[src/hdl/wlh_pkg.sv]
// Types and constants of the word length histogram.
package wlh_pkg;

  localparam logic [1:0] OP_CHAR  = 2'd0;
  localparam logic [1:0] OP_READ  = 2'd1;
  localparam logic [1:0] OP_CLEAR = 2'd2;

  localparam logic [7:0] CHAR_SPACE   = 8'h20;
  localparam logic [7:0] CHAR_TAB     = 8'h09;
  localparam logic [7:0] CHAR_NEWLINE = 8'h0A;

  localparam logic [5:0] BINS_RESET = 6'd30;

  typedef struct packed {
    logic [1:0] opcode;
    logic [7:0] char_byte;
    logic [4:0] bin_index;
  } item_t;

  typedef struct packed {
    logic        word_ended;
    logic [5:0]  word_length;
    logic [15:0] bin_count;
    logic [4:0]  highest_used;
  } result_t;

endpackage

[src/hdl/word_length_histogram.sv]
// Word length histogram: one item a cycle unless the output stalls.
// The bin memory is read at the input transfer and written back when the item leaves
// stage 1, with the last write forwarded to a following read. From input transfer to
// result valid an item passes stage 1 and the output register, and waits while they stall.
// Synchronous reset clears the valid bit of every bin at once (no clearing pass),
// zeroes the open word and highest bin, and sets bins_in_use to 30.
module word_length_histogram #(
  parameter int MAX_BINS    = 32,
  parameter int COUNT_WIDTH = 16
) (
  input  logic             clk,
  input  logic             rst,
  input  logic             cfg_write_enable,
  input  logic [5:0]       cfg_write_data,
  input  logic             item_valid,
  output logic             item_stall,
  input  wlh_pkg::item_t   item,
  output logic             result_valid,
  input  logic             result_stall,
  output wlh_pkg::result_t result
);
  import wlh_pkg::*;

  localparam int AW = $clog2(MAX_BINS);
  localparam int LW = $clog2(MAX_BINS + 1);
  localparam logic [COUNT_WIDTH-1:0] COUNT_MAX = '1;

  logic [5:0]             bins_in_use;
  logic [LW-1:0]          current_length;
  logic [AW-1:0]          highest_bin;
  logic [MAX_BINS-1:0]    bin_valid;
  logic [COUNT_WIDTH-1:0] bins_mem [MAX_BINS];
  logic [COUNT_WIDTH-1:0] rdata;

  // stage 1
  logic          s1_valid;
  logic          s1_close;
  logic          s1_read;
  logic          s1_clear;
  logic          s1_in_range;
  logic [AW-1:0] s1_addr;
  logic [5:0]    s1_len;

  // last write, forwarded to a read issued on the same edge
  logic                   fwd_valid;
  logic [AW-1:0]          fwd_addr;
  logic [COUNT_WIDTH-1:0] fwd_data;

  logic                   accept;
  logic                   s1_go;
  logic [LW-1:0]          nbins;
  logic                   is_sep;
  logic                   close;
  logic [LW-1:0]          len;
  logic [AW-1:0]          addr;
  logic                   in_range;
  logic [LW-1:0]          current_length_next;
  logic [COUNT_WIDTH-1:0] count;
  logic [COUNT_WIDTH-1:0] count_inc;
  logic [AW-1:0]          highest_bin_next;
  logic                   wr_en;

  assign s1_go      = s1_valid && (!result_valid || !result_stall);
  assign item_stall = s1_valid && !s1_go;
  assign accept     = item_valid && !item_stall;

  always_comb begin
    if (bins_in_use == '0) begin
      nbins = LW'(1);
    end else if (32'(bins_in_use) > MAX_BINS) begin
      nbins = LW'(MAX_BINS);
    end else begin
      nbins = LW'(bins_in_use);
    end
  end

  assign is_sep = (item.char_byte == CHAR_SPACE) || (item.char_byte == CHAR_TAB) ||
                  (item.char_byte == CHAR_NEWLINE);
  assign close  = (item.opcode == OP_CHAR) && is_sep && (current_length != '0);
  assign len    = (current_length > nbins) ? nbins : current_length;
  assign in_range = 32'(item.bin_index) < MAX_BINS;

  always_comb begin
    if (close) begin
      addr = AW'(len - LW'(1));
    end else begin
      addr = AW'(item.bin_index);
    end
  end

  always_comb begin
    current_length_next = current_length;
    if (item.opcode == OP_CHAR) begin
      if (is_sep) begin
        current_length_next = '0;
      end else if (current_length < nbins) begin
        current_length_next = current_length + LW'(1);
      end
    end
  end

  always_ff @(posedge clk) begin
    if (rst) begin
      bins_in_use    <= BINS_RESET;
      current_length <= '0;
    end else begin
      if (cfg_write_enable) begin
        bins_in_use <= cfg_write_data;
      end
      if (accept) begin
        current_length <= current_length_next;
      end
    end
  end

  // Stage 1 payload
  always_ff @(posedge clk) begin
    if (accept) begin
      s1_close    <= close;
      s1_read     <= item.opcode == OP_READ;
      s1_clear    <= item.opcode == OP_CLEAR;
      s1_in_range <= in_range;
      s1_addr     <= addr;
      s1_len      <= close ? 6'(len) : 6'd0;
    end
  end

  always_ff @(posedge clk) begin
    if (rst) begin
      s1_valid <= 1'b0;
    end else if (accept) begin
      s1_valid <= 1'b1;
    end else if (s1_go) begin
      s1_valid <= 1'b0;
    end
  end

  // Count as it stands after all earlier items
  always_comb begin
    if (!bin_valid[s1_addr]) begin
      count = '0;
    end else if (fwd_valid && (fwd_addr == s1_addr)) begin
      count = fwd_data;
    end else begin
      count = rdata;
    end
  end

  assign count_inc = (count == COUNT_MAX) ? count : count + COUNT_WIDTH'(1);
  assign wr_en     = s1_go && s1_close;

  always_comb begin
    highest_bin_next = highest_bin;
    if (s1_clear) begin
      highest_bin_next = '0;
    end else if (s1_close && (s1_addr > highest_bin)) begin
      highest_bin_next = s1_addr;
    end
  end

  always_ff @(posedge clk) begin
    if (accept) begin
      rdata <= bins_mem[addr];
    end
    if (wr_en) begin
      bins_mem[s1_addr] <= count_inc;
    end
  end

  always_ff @(posedge clk) begin
    if (rst) begin
      bin_valid   <= '0;
      highest_bin <= '0;
      fwd_valid   <= 1'b0;
    end else if (s1_go) begin
      highest_bin <= highest_bin_next;
      if (s1_clear) begin
        bin_valid <= '0;
        fwd_valid <= 1'b0;
      end else if (s1_close) begin
        bin_valid[s1_addr] <= 1'b1;
        fwd_valid          <= 1'b1;
      end
    end
  end

  always_ff @(posedge clk) begin
    if (wr_en) begin
      fwd_addr <= s1_addr;
      fwd_data <= count_inc;
    end
  end

  // Output register
  always_ff @(posedge clk) begin
    if (s1_go) begin
      result.word_ended   <= s1_close;
      result.word_length  <= s1_len;
      result.bin_count    <= (s1_read && s1_in_range) ? 16'(count) : 16'd0;
      result.highest_used <= 5'(highest_bin_next);
    end
  end

  always_ff @(posedge clk) begin
    if (rst) begin
      result_valid <= 1'b0;
    end else if (s1_go) begin
      result_valid <= 1'b1;
    end else if (!result_stall) begin
      result_valid <= 1'b0;
    end
  end

endmodule

[config.mk]
export PLATFORM = sky130hd
export DESIGN_NAME = word_length_histogram
export DESIGN_NICKNAME = d
export VERILOG_FILES = /design/src/hdl/wlh_pkg.sv /design/src/hdl/word_length_histogram.sv
export SDC_FILE = /design/constraint.sdc
export NUM_CORES = 1
export LEC_CHECK = 0
export BUFFER_PORTS_ARGS = -buffer_cell sky130_fd_sc_hd__clkbuf_2
export CAP_MARGIN = 20
export CORE_UTILIZATION = 55
export DETAILED_ROUTE_END_ITERATION = 6
export PLACE_DENSITY = 0.75
export SETUP_SLACK_MARGIN = 0.1
export SYNTH_ARGS = -nofsm -noshare
export SYNTH_HDL_FRONTEND = slang
export SYNTH_SLANG_ARGS = --single-unit
export TNS_END_PERCENT = 20
[constraint.sdc]
create_clock -name clk -period 9.5 [get_ports clk]
set_clock_uncertainty 0.05 [all_clocks]
set_input_delay 0.95 -clock clk [delete_from_list [all_inputs] [get_ports clk]]
set_output_delay 0.95 -clock clk [all_outputs]
set_load 0.01 [all_outputs]
# [Word level (Yosys, flattened, before mapping)]
# Memories as Yosys holds them, arrays and structs flattened. A register that Yosys moved wholly into a read port is not among the register bits.
# Index checks and enable logic that the tools add are counted.
[totals] reg_bits=115 mem_bits_rw=512 in_bits=26 output_inout_bits=30 elab_cells=86 memories=1
[mem_list] name="bins_mem" depth=32 width=16 read_ports=1 rd_clocked_by_memory_dff=1 wr=1 line_no="word_length_histogram.sv:32" source="logic [COUNT_WIDTH-1:0] bins_mem [MAX_BINS];"
[op_classes] add_sub_neg=3 order_cmp=6 eq_ne=8 n_mux=25 bitwise_logic=1 reduce_logical=24
[ops] operator="32-bit two-way mux" n=2
[ops] operator="16-bit two-way mux" n=3
[ops] operator="32-bit bitwise OR" n=1
[ops] operator="6-bit two-way mux" n=5
[ops] operator="16-bit by 1-bit adder with 16-bit output, second input constant" n=1
[ops] operator="16-bit equality test, second input constant" n=1
[ops] operator="8-bit by 4-bit equality test with 1-bit output, second input constant" n=2
[ops] operator="5-bit two-way mux" n=3
[ops] operator="1-bit two-way mux" n=10
[ops] operator="1-bit logical AND" n=9
[ops] operator="8-bit by 6-bit equality test with 1-bit output, second input constant" n=1
[ops] operator="6-bit by 1-bit adder with 6-bit output, second input constant" n=1
[ops] operator="6-bit > comparator" n=1
[ops] operator="6-bit > comparator, second input constant" n=1
[ops] operator="6-bit zero test" n=1
[ops] operator="5-bit by 6-bit < comparator with 1-bit output, second input constant" n=1
[ops] operator="6-bit < comparator" n=1
[ops] operator="2-bit nonzero test" n=3
[ops] operator="6-bit nonzero test" n=1
[ops] operator="1-bit binary-select mux with 5-bit select" n=1
[ops] operator="1-bit demux with 5-bit select" n=1
[ops] operator="5-bit equality test" n=1
[ops] operator="5-bit by 1-bit >= comparator with 1-bit output, second input constant" n=1
[ops] operator="5-bit > comparator" n=1
[ops] operator="other kinds (9)" n=14

# [Depth between registers and ports, before layout]
# Gate-level depths: netlist (run 1).
[depth] depth_word=8 mapped_depth=17 mapped_depth_nobuf=13

# [Worst setup path before layout (run 1)]
# OpenSTA, ideal clock, no wires.
[synth_path] path_kind="reg2reg" startpoint="register s1_addr[4]" endpoint="memory bins_mem[0][5], data pin" setup_ns=0.355 t_arrival_ns=4.185 required_time_ns=9.095 slack_ns=4.909 stages_incl_launch_ff=16 path_buffers=3 synth_period_minus_slack_ns=4.591 path_cell_list="edfxtp_1 > clkbuf_1 > xor2_1 > or4_4 > nor2_2 > buf_4 > buf_2 > mux2i_1 > nor2_1 > ha_1 > o21ai_0 > nand4b_4 > nand2_1 > or3_1 > xnor2_1 > nor2_1"
[synth_via] elab_chain_cells=6 elab_cells_between_ends=9 cone_classes="1 x add/sub; 2 x eq/ne; 5 x mux; 1 x reduce/logical"
[synth_lines] item="start: declaration" line_no="word_length_histogram.sv:41" source="logic [AW-1:0] s1_addr;"
[synth_lines] item="start signal: assignment" line_no="word_length_histogram.sv:123" source="s1_addr <= addr;"
[synth_lines] item="branches (longest 3 deep; another with 1-bit binary-select mux with 5-bit select)"
[synth_lines] item="16-bit two-way mux (*)" line_no="word_length_histogram.sv:140" source="if (!bin_valid[s1_addr]) begin"
[synth_lines] item="named net count[0]" line_no="word_length_histogram.sv:58" source="logic [COUNT_WIDTH-1:0] count;"
[synth_lines] item="16-bit by 1-bit adder with 16-bit output or 16-bit equality test (tied branches)" line_no="word_length_histogram.sv:149" source="assign count_inc = (count == COUNT_MAX) ? count : count + COUNT_WIDTH'(1);"
[synth_lines] item="16-bit two-way mux (*)" line_no="word_length_histogram.sv:149"
[synth_lines] item="named net count_inc[5]" line_no="word_length_histogram.sv:59" source="logic [COUNT_WIDTH-1:0] count_inc;"
[synth_lines] item="end: declaration" line_no="word_length_histogram.sv:32"
# Mark *: on every way through the listed nets, which the timed path passes. The select of a mux whose other input is x is not followed.

# [Final worst setup path (run 1)]
[layout_path] startpoint="register bins_in_use[3]" endpoint="register rdata[0] (read register of bins_mem), data pin"
[layout_via] elab_chain_cells=7 elab_cells_between_ends=8 cone_classes="1 x add/sub; 2 x order compare; 4 x mux; 1 x reduce/logical"
[layout_lines] item="start: declaration" line_no="word_length_histogram.sv:28" source="logic [5:0] bins_in_use;"
[layout_lines] item="start signal: assignment" line_no="word_length_histogram.sv:108" source="bins_in_use <= cfg_write_data;"
[layout_lines] item="6-bit > comparator" line_no="word_length_histogram.sv:70" source="end else if (32'(bins_in_use) > MAX_BINS) begin"
[layout_lines] item="6-bit two-way mux" line_no="word_length_histogram.sv:70"
[layout_lines] item="6-bit two-way mux (*)" line_no="word_length_histogram.sv:68" source="if (bins_in_use == '0) begin"
[layout_lines] item="6-bit > comparator" line_no="word_length_histogram.sv:80" source="assign len = (current_length > nbins) ? nbins : current_length;"
[layout_lines] item="6-bit two-way mux (*)" line_no="word_length_histogram.sv:80"
[layout_lines] item="5-bit by 1-bit subtractor with 5-bit output (*)" line_no="word_length_histogram.sv:85" source="addr = AW'(len - LW'(1));"
[layout_lines] item="5-bit two-way mux (*)" line_no="word_length_histogram.sv:84" source="if (close) begin"
[layout_lines] item="end: declaration" line_no="word_length_histogram.sv:33" source="logic [COUNT_WIDTH-1:0] rdata;"
# Every way passes the cells marked *; elsewhere a longest branch is shown, timed or not.
# A chain may end at the register's enable or synchronous reset.

==> results of run 1 <==
-- cells in the mapped netlist, types with 15 or more instances --
cell type / number
mux2i_1: 147
buf_2: 41
a21o_1: 15
clkbuf_1: 51
dfxtp_1: 52
edfxtp_1: 591
inv_1: 18
a21oi_1: 59
o21a_1: 39
a221oi_1: 29
nand3_1: 140
nor2_1: 94
nand2_1: 334
o2111ai_1: 29
a31oi_1: 36
-- worst min path at each step --
stage | startpoint | end | slack (ns)
detailed placement | s1_len[3] | result[24] | 0.36
global placement | s1_len[1] | result[22] | 0.35
global route | s1_len[5] | result[26] | 0.38
floorplan | s1_len[0] | result[21] | 0.35
CTS | s1_len[3] | result[24] | 0.37
finish | s1_len[3] | result[24] | 0.37
-- flip-flops by register name, indices dropped and copies added, names as in the netlist, 5 cells and up --
name            cells
current_length      6
bin_valid          32
fwd_addr            5
fwd_data           16
s1_addr             5
rdata              16
result             28
bins_mem          512
bins_in_use         6
s1_len              6
highest_bin         5
-- final cells by class --
class                           count  area, um^2
Antenna cell                        1        2.50
Clock buffer                       77        1540
Clock inverter                     32         188
Fill cell                        3345       17600
Inverter                           23         101
Multi-Input combinational cell   1127        7180
Sequential cell                   643       18800
Tap cell                          607         759
Timing Repair Buffer              117         803
-- report_power, final --
part | internal, mW | switching (mW)
Sequential | 3.16 | 0.0271
Clock | 1.17 | 1.00
Combinational | 0.114 | 0.294
Total | 4.44 | 1.32
-- metrics by stage --
stage,std cells,worst slack (ns),area [um^2]
CTS,2623,4.08,29300
global placement,2512,4.04,27500
global route,2626,3.73,29400
floorplan,1901,4.91,26400
finish,2627,3.96,29400
detailed placement,2514,4.00,27600
-- critical path, cell delays in order (launching register included) --
cell,delay [ns]
dfxtp_1,0.39
nor2b_1,0.37
inv_1,0.08
ha_1,0.31
nand4_2,0.17
o21bai_4,0.27
a211o_1,0.30
a31o_4,0.43
inv_8,0.58
buf_12,0.58
mux2i_1,0.28
mux2i_1,0.10
o2111ai_1,0.67
a21o_1,0.21
o221ai_1,0.10
-- routing by layer --
metal | GRT usage (%) | vias to the layer above | share of wire [%]
met2 | 42.5 | 877 | 47
met1 | 35.7 | 8063 | 38
met3 | 6.63 | 132 | 11
met5 | 0 | - | 0
li1 | - | 7339 | -
met4 | 9.75 | 0 | 3.5
-- cell usage in the layout, fill, tap and decap left out, types with 4 or more instances in the layout --
master       n
o22ai_1      4
xnor2_1      8
a21o_1      15
a21oi_1     56
o21ai_0     12
edfxtp_1   591
nand3b_1     4
clkbuf_16   59
a211o_1      6
nor2_2      10
ha_1        14
o221ai_1    14
nand3_1    140
o2111ai_1   29
nand2_1    334
nor3_1      14
or3_1        7
clkinv_2     9
nand4_1     11
o21a_1      39
xor2_1       9
mux4_2       6
inv_1       18
dfxtp_1     52
mux2i_1    147
a221oi_1    29
nor4_2       5
clkbuf_2    55
clkinv_1    16
buf_8        4
inv_6        4
and2_1       5
nor2_1      85
buf_4       56
clkbuf_1    18
nor2b_1      9
a311oi_1     4
and3_1       9
a31oi_1     34
-- cells by family (layout without fill, tap and decap cells) --
group | Yosys count | count (layout) | share of synthesized area [%]
AND/OR/NAND/NOR | 659 | 659 | 11.2
XOR/XNOR | 23 | 23 | 0.762
AO/OA/AOI/OAI | 271 | 271 | 7.39
other | 0 | 1 | 0
multiplexers | 160 | 160 | 6.56
flip-flops | 643 | 643 | 71.1
adder cells (fa/ha/maj) | 14 | 14 | 0.663
buffers and inverters | 131 | 249 | 2.33
==> metrics.yaml, run 1 <==
power_and_ir_drop:
  total_power_mw: 5.77
  leakagePower_nw: 10.3
  vdd_drop_max_mv: 0.138
  p_per_area_nw_per_um2: 196
die:
  dieArea_um2: 48900
  die_w_um: 221
  fp.dieH_um: 221
  core_area_um2: 47000
  row_count: 79
  initial_core_util_pct: 56.3
  num_io_pins: 56
hold_path:
  whs_path_depth: 0
  holdCritPathClass: "reg -> reg"
route:
  drt-total-wl_um: 64800
  dr_total_vias: 16400
  dr.pass1.iters: 5
  drc: 0
  vias_per_cell: 6.25
  postRouteAntennaNets: 0
  post_drt_wl_per_cell_um: 24.7
  drtIter0Drc: 2155
critical_path:
  crit_start: "bins_in_use[3]"
  worstPathMaxFanout: 156
  r2r_start: "bins_in_use[3]"
  r2r_slack_ns: 3.96
  endpoint: "rdata[0]"
  reg2reg_to: "rdata[0]"
  worstPathArrival_ns: 5.84
  reg2regPathDepth: 14
  critPathRequiredTime_ns: 9.80
  cp-end-kind: "flop"
  critical_path_class: "reg -> reg"
  worst_setup_path_start_kind: "flop"
logic_synthesis:
  synth-edff-count: 591
  synth_seq_cells: 643
  yosysTopAreaCellShare_pct: 67.1
  ys_types: 75
  syn_inst: 1901
  synth_top_area_cell: "edfxtp_1"
  synth_ff_type: "edfxtp_1"
  synthesis.area_um2: 26400
  synth.top_cells.by_area: "edfxtp_1 (67%), mux2i_1 (5.6%), nand2_1 (4.7%), dfxtp_1 (3.9%), nand3_1 (2.7%)"
  ys_async_sr_fraction_pct: 0
  yosysSeqAreaShare_pct: 71.1
  syn_nets: 1941
  syn_avg_cell_area_um2: 13.9
  yosys_warnings: 0
timing:
  slew_viol_final: 0
  hold_ws_ns: 0.367
  grt_setup_unrepaired: "no"
  fin_crit_ns: 5.54
  fmax_ghz: 0.180
  tightest_slew_ns: 0.996
  finalSetupViolations: 0
  fin_setup_tns_ns: 0
  fin_crit_sh_pct: 58.3
  hold_violations: 0
  max_slew_margin_pct: 33.5
clocking:
  h-tree-depth: 2
  clock_latency_ns: 0.63
  clkTransAtPathRegs_ns: 0.07
  cts_tree: "built"
  post_cts_buffers: 0
  cts_root_buf: "clkbuf_16"
  clkSinkCount: 643
  clockBufferDepth: 3
  cts_inserted_buffers: 59
  ctsHoldBuffers: 0
  cts-resized-gates: 0
grt:
  grt_antenna_before_repair: 0
  grt_pass1_vias: 15700
  gr-usage-all-layers_pct: 26.7
  grt_max_degree: 157
  grt_pass1_wl_um: 96700
  grt_remaining_overflow: 0
layout:
  drive_gt1_share_pct: 12.6
  fin_nets: 2011
  fin_util_pct: 62.5
  area_growth_pct: 11.1
run_status:
  status: "completed"
flow_run:
  maxCapViolCount: 0
placed_design:
  gp_congestion: 0.857
  hpwlAfterDp_um: 38800
  io_buffers: 55
No activity file was read; power rests on OpenSTA's default activity.
==> run 2: changes to the inputs <==
==> constraint.sdc (replaced) <==
create_clock -name clk -period 5.8 [get_ports clk]
set_clock_uncertainty 0.05 [all_clocks]
set_input_delay 0.58 -clock clk [delete_from_list [all_inputs] [get_ports clk]]
set_output_delay 0.58 -clock clk [all_outputs]
set_load 0.01 [all_outputs]
==> metrics.yaml, run 2 (synthesis gave the netlist of run 1 again) <==
critical_path:
  cpPeakStageDelay_ns: 0.84  # +0.17 ns
  cp-end-kind: "flop"
  cp_slowest_cell: "nor2_2"
  worstPathArrival_ns: 4.78  # -1.06 ns
  critical_path_class: "reg -> reg"
  path_cells: "buf_4 -> xor2_1 -> or4_4 -> nor2_2 -> mux2i_1 -> nor2_1 -> ha_1 -> o21ai_0 -> nand4b_4 -> nand3_1 -> nor4_2 -> xor2_1 -> nor2_2"
  critPathRequiredTime_ns: 5.99  # -3.81 ns
  worstPathMaxFanout: 33  # -79%
  worst_setup_path_start_kind: "flop"
placed_design:
  hpwlAfterDp_um: 39500  # +1.9%
  gp_congestion: 0.915  # +6.9%
  io_buffers: 55  # unchanged
route:
  drtIter0Drc: 1908  # -11%
  drc: 0  # unchanged
  dr.pass1.iters: 5  # unchanged
  post_drt_wl_per_cell_um: 25.4  # +2.9%
  drt-total-wl_um: 67100  # +3.6%
  postRouteAntennaNets: 0  # unchanged
  vias_per_cell: 6.35  # +1.7%
  dr_total_vias: 16800  # +2.4%
timing:
  max_slew_margin_pct: 22.5  # -11 points
  fin_crit_ns: 4.59  # -0.952 ns
  tightest_slew_ns: 1.16  # +0.165 ns
  grt_setup_unrepaired: "no"
  slew_viol_final: 0  # unchanged
  hold_ws_ns: 0.147  # -0.220 ns
  fin_crit_sh_pct: 79.1  # +21 points
  fmax_ghz: 0.218  # +21%
  hold_violations: 0  # unchanged
  fin_setup_tns_ns: 0  # unchanged
  finalSetupViolations: 0  # unchanged
clocking:
  h-tree-depth: 3  # +1
  cts_tree: "built"
  cts_root_buf: "clkbuf_16"
  ctsHoldBuffers: 0  # unchanged
  post_cts_buffers: 0  # unchanged
  cts_inserted_buffers: 66  # +12%
  clkTransAtPathRegs_ns: 0.06  # about the same
  clkSinkCount: 643  # unchanged
  cts-resized-gates: 0  # unchanged
  clock_latency_ns: 0.61  # -0.02 ns
  clockBufferDepth: 3  # unchanged
layout:
  area_growth_pct: 12.5
  drive_gt1_share_pct: 13.7  # +1.1 points
  seq_area_um2: 18800  # unchanged
  reg.largest.list: "bins_mem (512), bin_valid (32), result (28)"
  diodes: 0  # -1
  multi_input_area_um2: 7170  # about the same
  fill_cells: 3338  # -0.21%
  max_flop_register: "bins_mem"
  layout.cells.most_common: "edfxtp_1"
  mostFrequentLayoutCells: "edfxtp_1 (591), nand2_1 (334), mux2i_1 (147), nand3_1 (140), nor2_1 (85)"
  fin_nets: 2032  # +1.0%
  largest_reg_flops: 512  # unchanged
power_and_ir_drop:
  p_per_area_nw_per_um2: 333  # +70%
  vdd_drop_max_mv: 0.265  # +93%
  leakagePower_nw: 10.5  # +2.0%
flow_run:
  maxCapViolCount: 0  # unchanged
grt:
  gr-usage-all-layers_pct: 27.7  # +1.1 points
  grt_antenna_before_repair: 1  # +1
  grt_remaining_overflow: 0  # unchanged
  grt_pass1_vias: 16300  # +4.1%
  grt_pass1_wl_um: 101000  # +4.4%
  grt_max_degree: 91  # -42%
die:
  die_w_um: 221  # unchanged
  fp.dieH_um: 221  # unchanged
  dieArea_um2: 48900  # unchanged
  initial_core_util_pct: 56.3  # unchanged
  row_count: 79  # unchanged
  core_area_um2: 47000  # unchanged
  num_io_pins: 56  # unchanged
hold_path:
  holdCritPathClass: "in -> reg"
run_status:
  status: "completed"
-- run 2: power breakdown --
group | leakage, nW | switching (mW) | internal (mW)
Clock | 0.987 | 1.72 | 2.31
Combinational | 3.62 | 0.476 | 0.190
Sequential | 5.85 | 0.0408 | 5.18
Total | 10.5 | 2.24 | 7.67
-- run 2: worst paths after layout --
path | startpoint | depth (start not counted) | endpoint | slack, ns
max | s1_addr[1] | 13 | bins_mem[0][9] | 1.21
min | cfg_write_data[1] | 2 | bins_in_use[1] | 0.15
max reg2reg | s1_addr[1] | 13 | bins_mem[0][9] | 1.21
min reg2reg | s1_len[1] | 0 | result[22] | 0.37
-- run 2: critical path, delay by kind of cell, from the launching register on --
family	cells	cell delay, ns
AND/OR/NAND/NOR	7	2.64
buffers and inverters	1	0.22
multiplexers	1	0.31
AO/OA/AOI/OAI	1	0.13
XOR/XNOR	2	0.28
adder cells (fa/ha/maj)	1	0.23
flip-flops	1	0.37
-- run 2: layout make-up --
type	count	area share (%)
sequential	643	63.2
clock inverter	33	0.799
multi-input combinational	1127	24.1
clock buffer	83	5.98
timing repair buffer	131	3.03
inverter	23	0.341
tap	607	2.55
-- run 2: layer usage --
layer	wire length [um]	part of all wire (%)	global-route usage [%]
met4	2590	3.9	12.3
met3	7090	11	6.27
met5	0	0	0
met2	32000	48	44.5
met1	25400	38	36.4
-- run 2: through the flow --
step	instance area [um^2]	total power, mW	utilization (%)	worst slack [ns]	std cells
global route	29700	10.2	63.3	0.971	2647
floorplan	26400	5.70	-	1.21	1901
CTS	29700	9.94	63.2	1.10	2642
detailed placement	27700	5.96	58.9	1.18	2526
global placement	27700	5.94	58.9	1.25	2526
finish	29700	9.91	63.3	1.21	2647
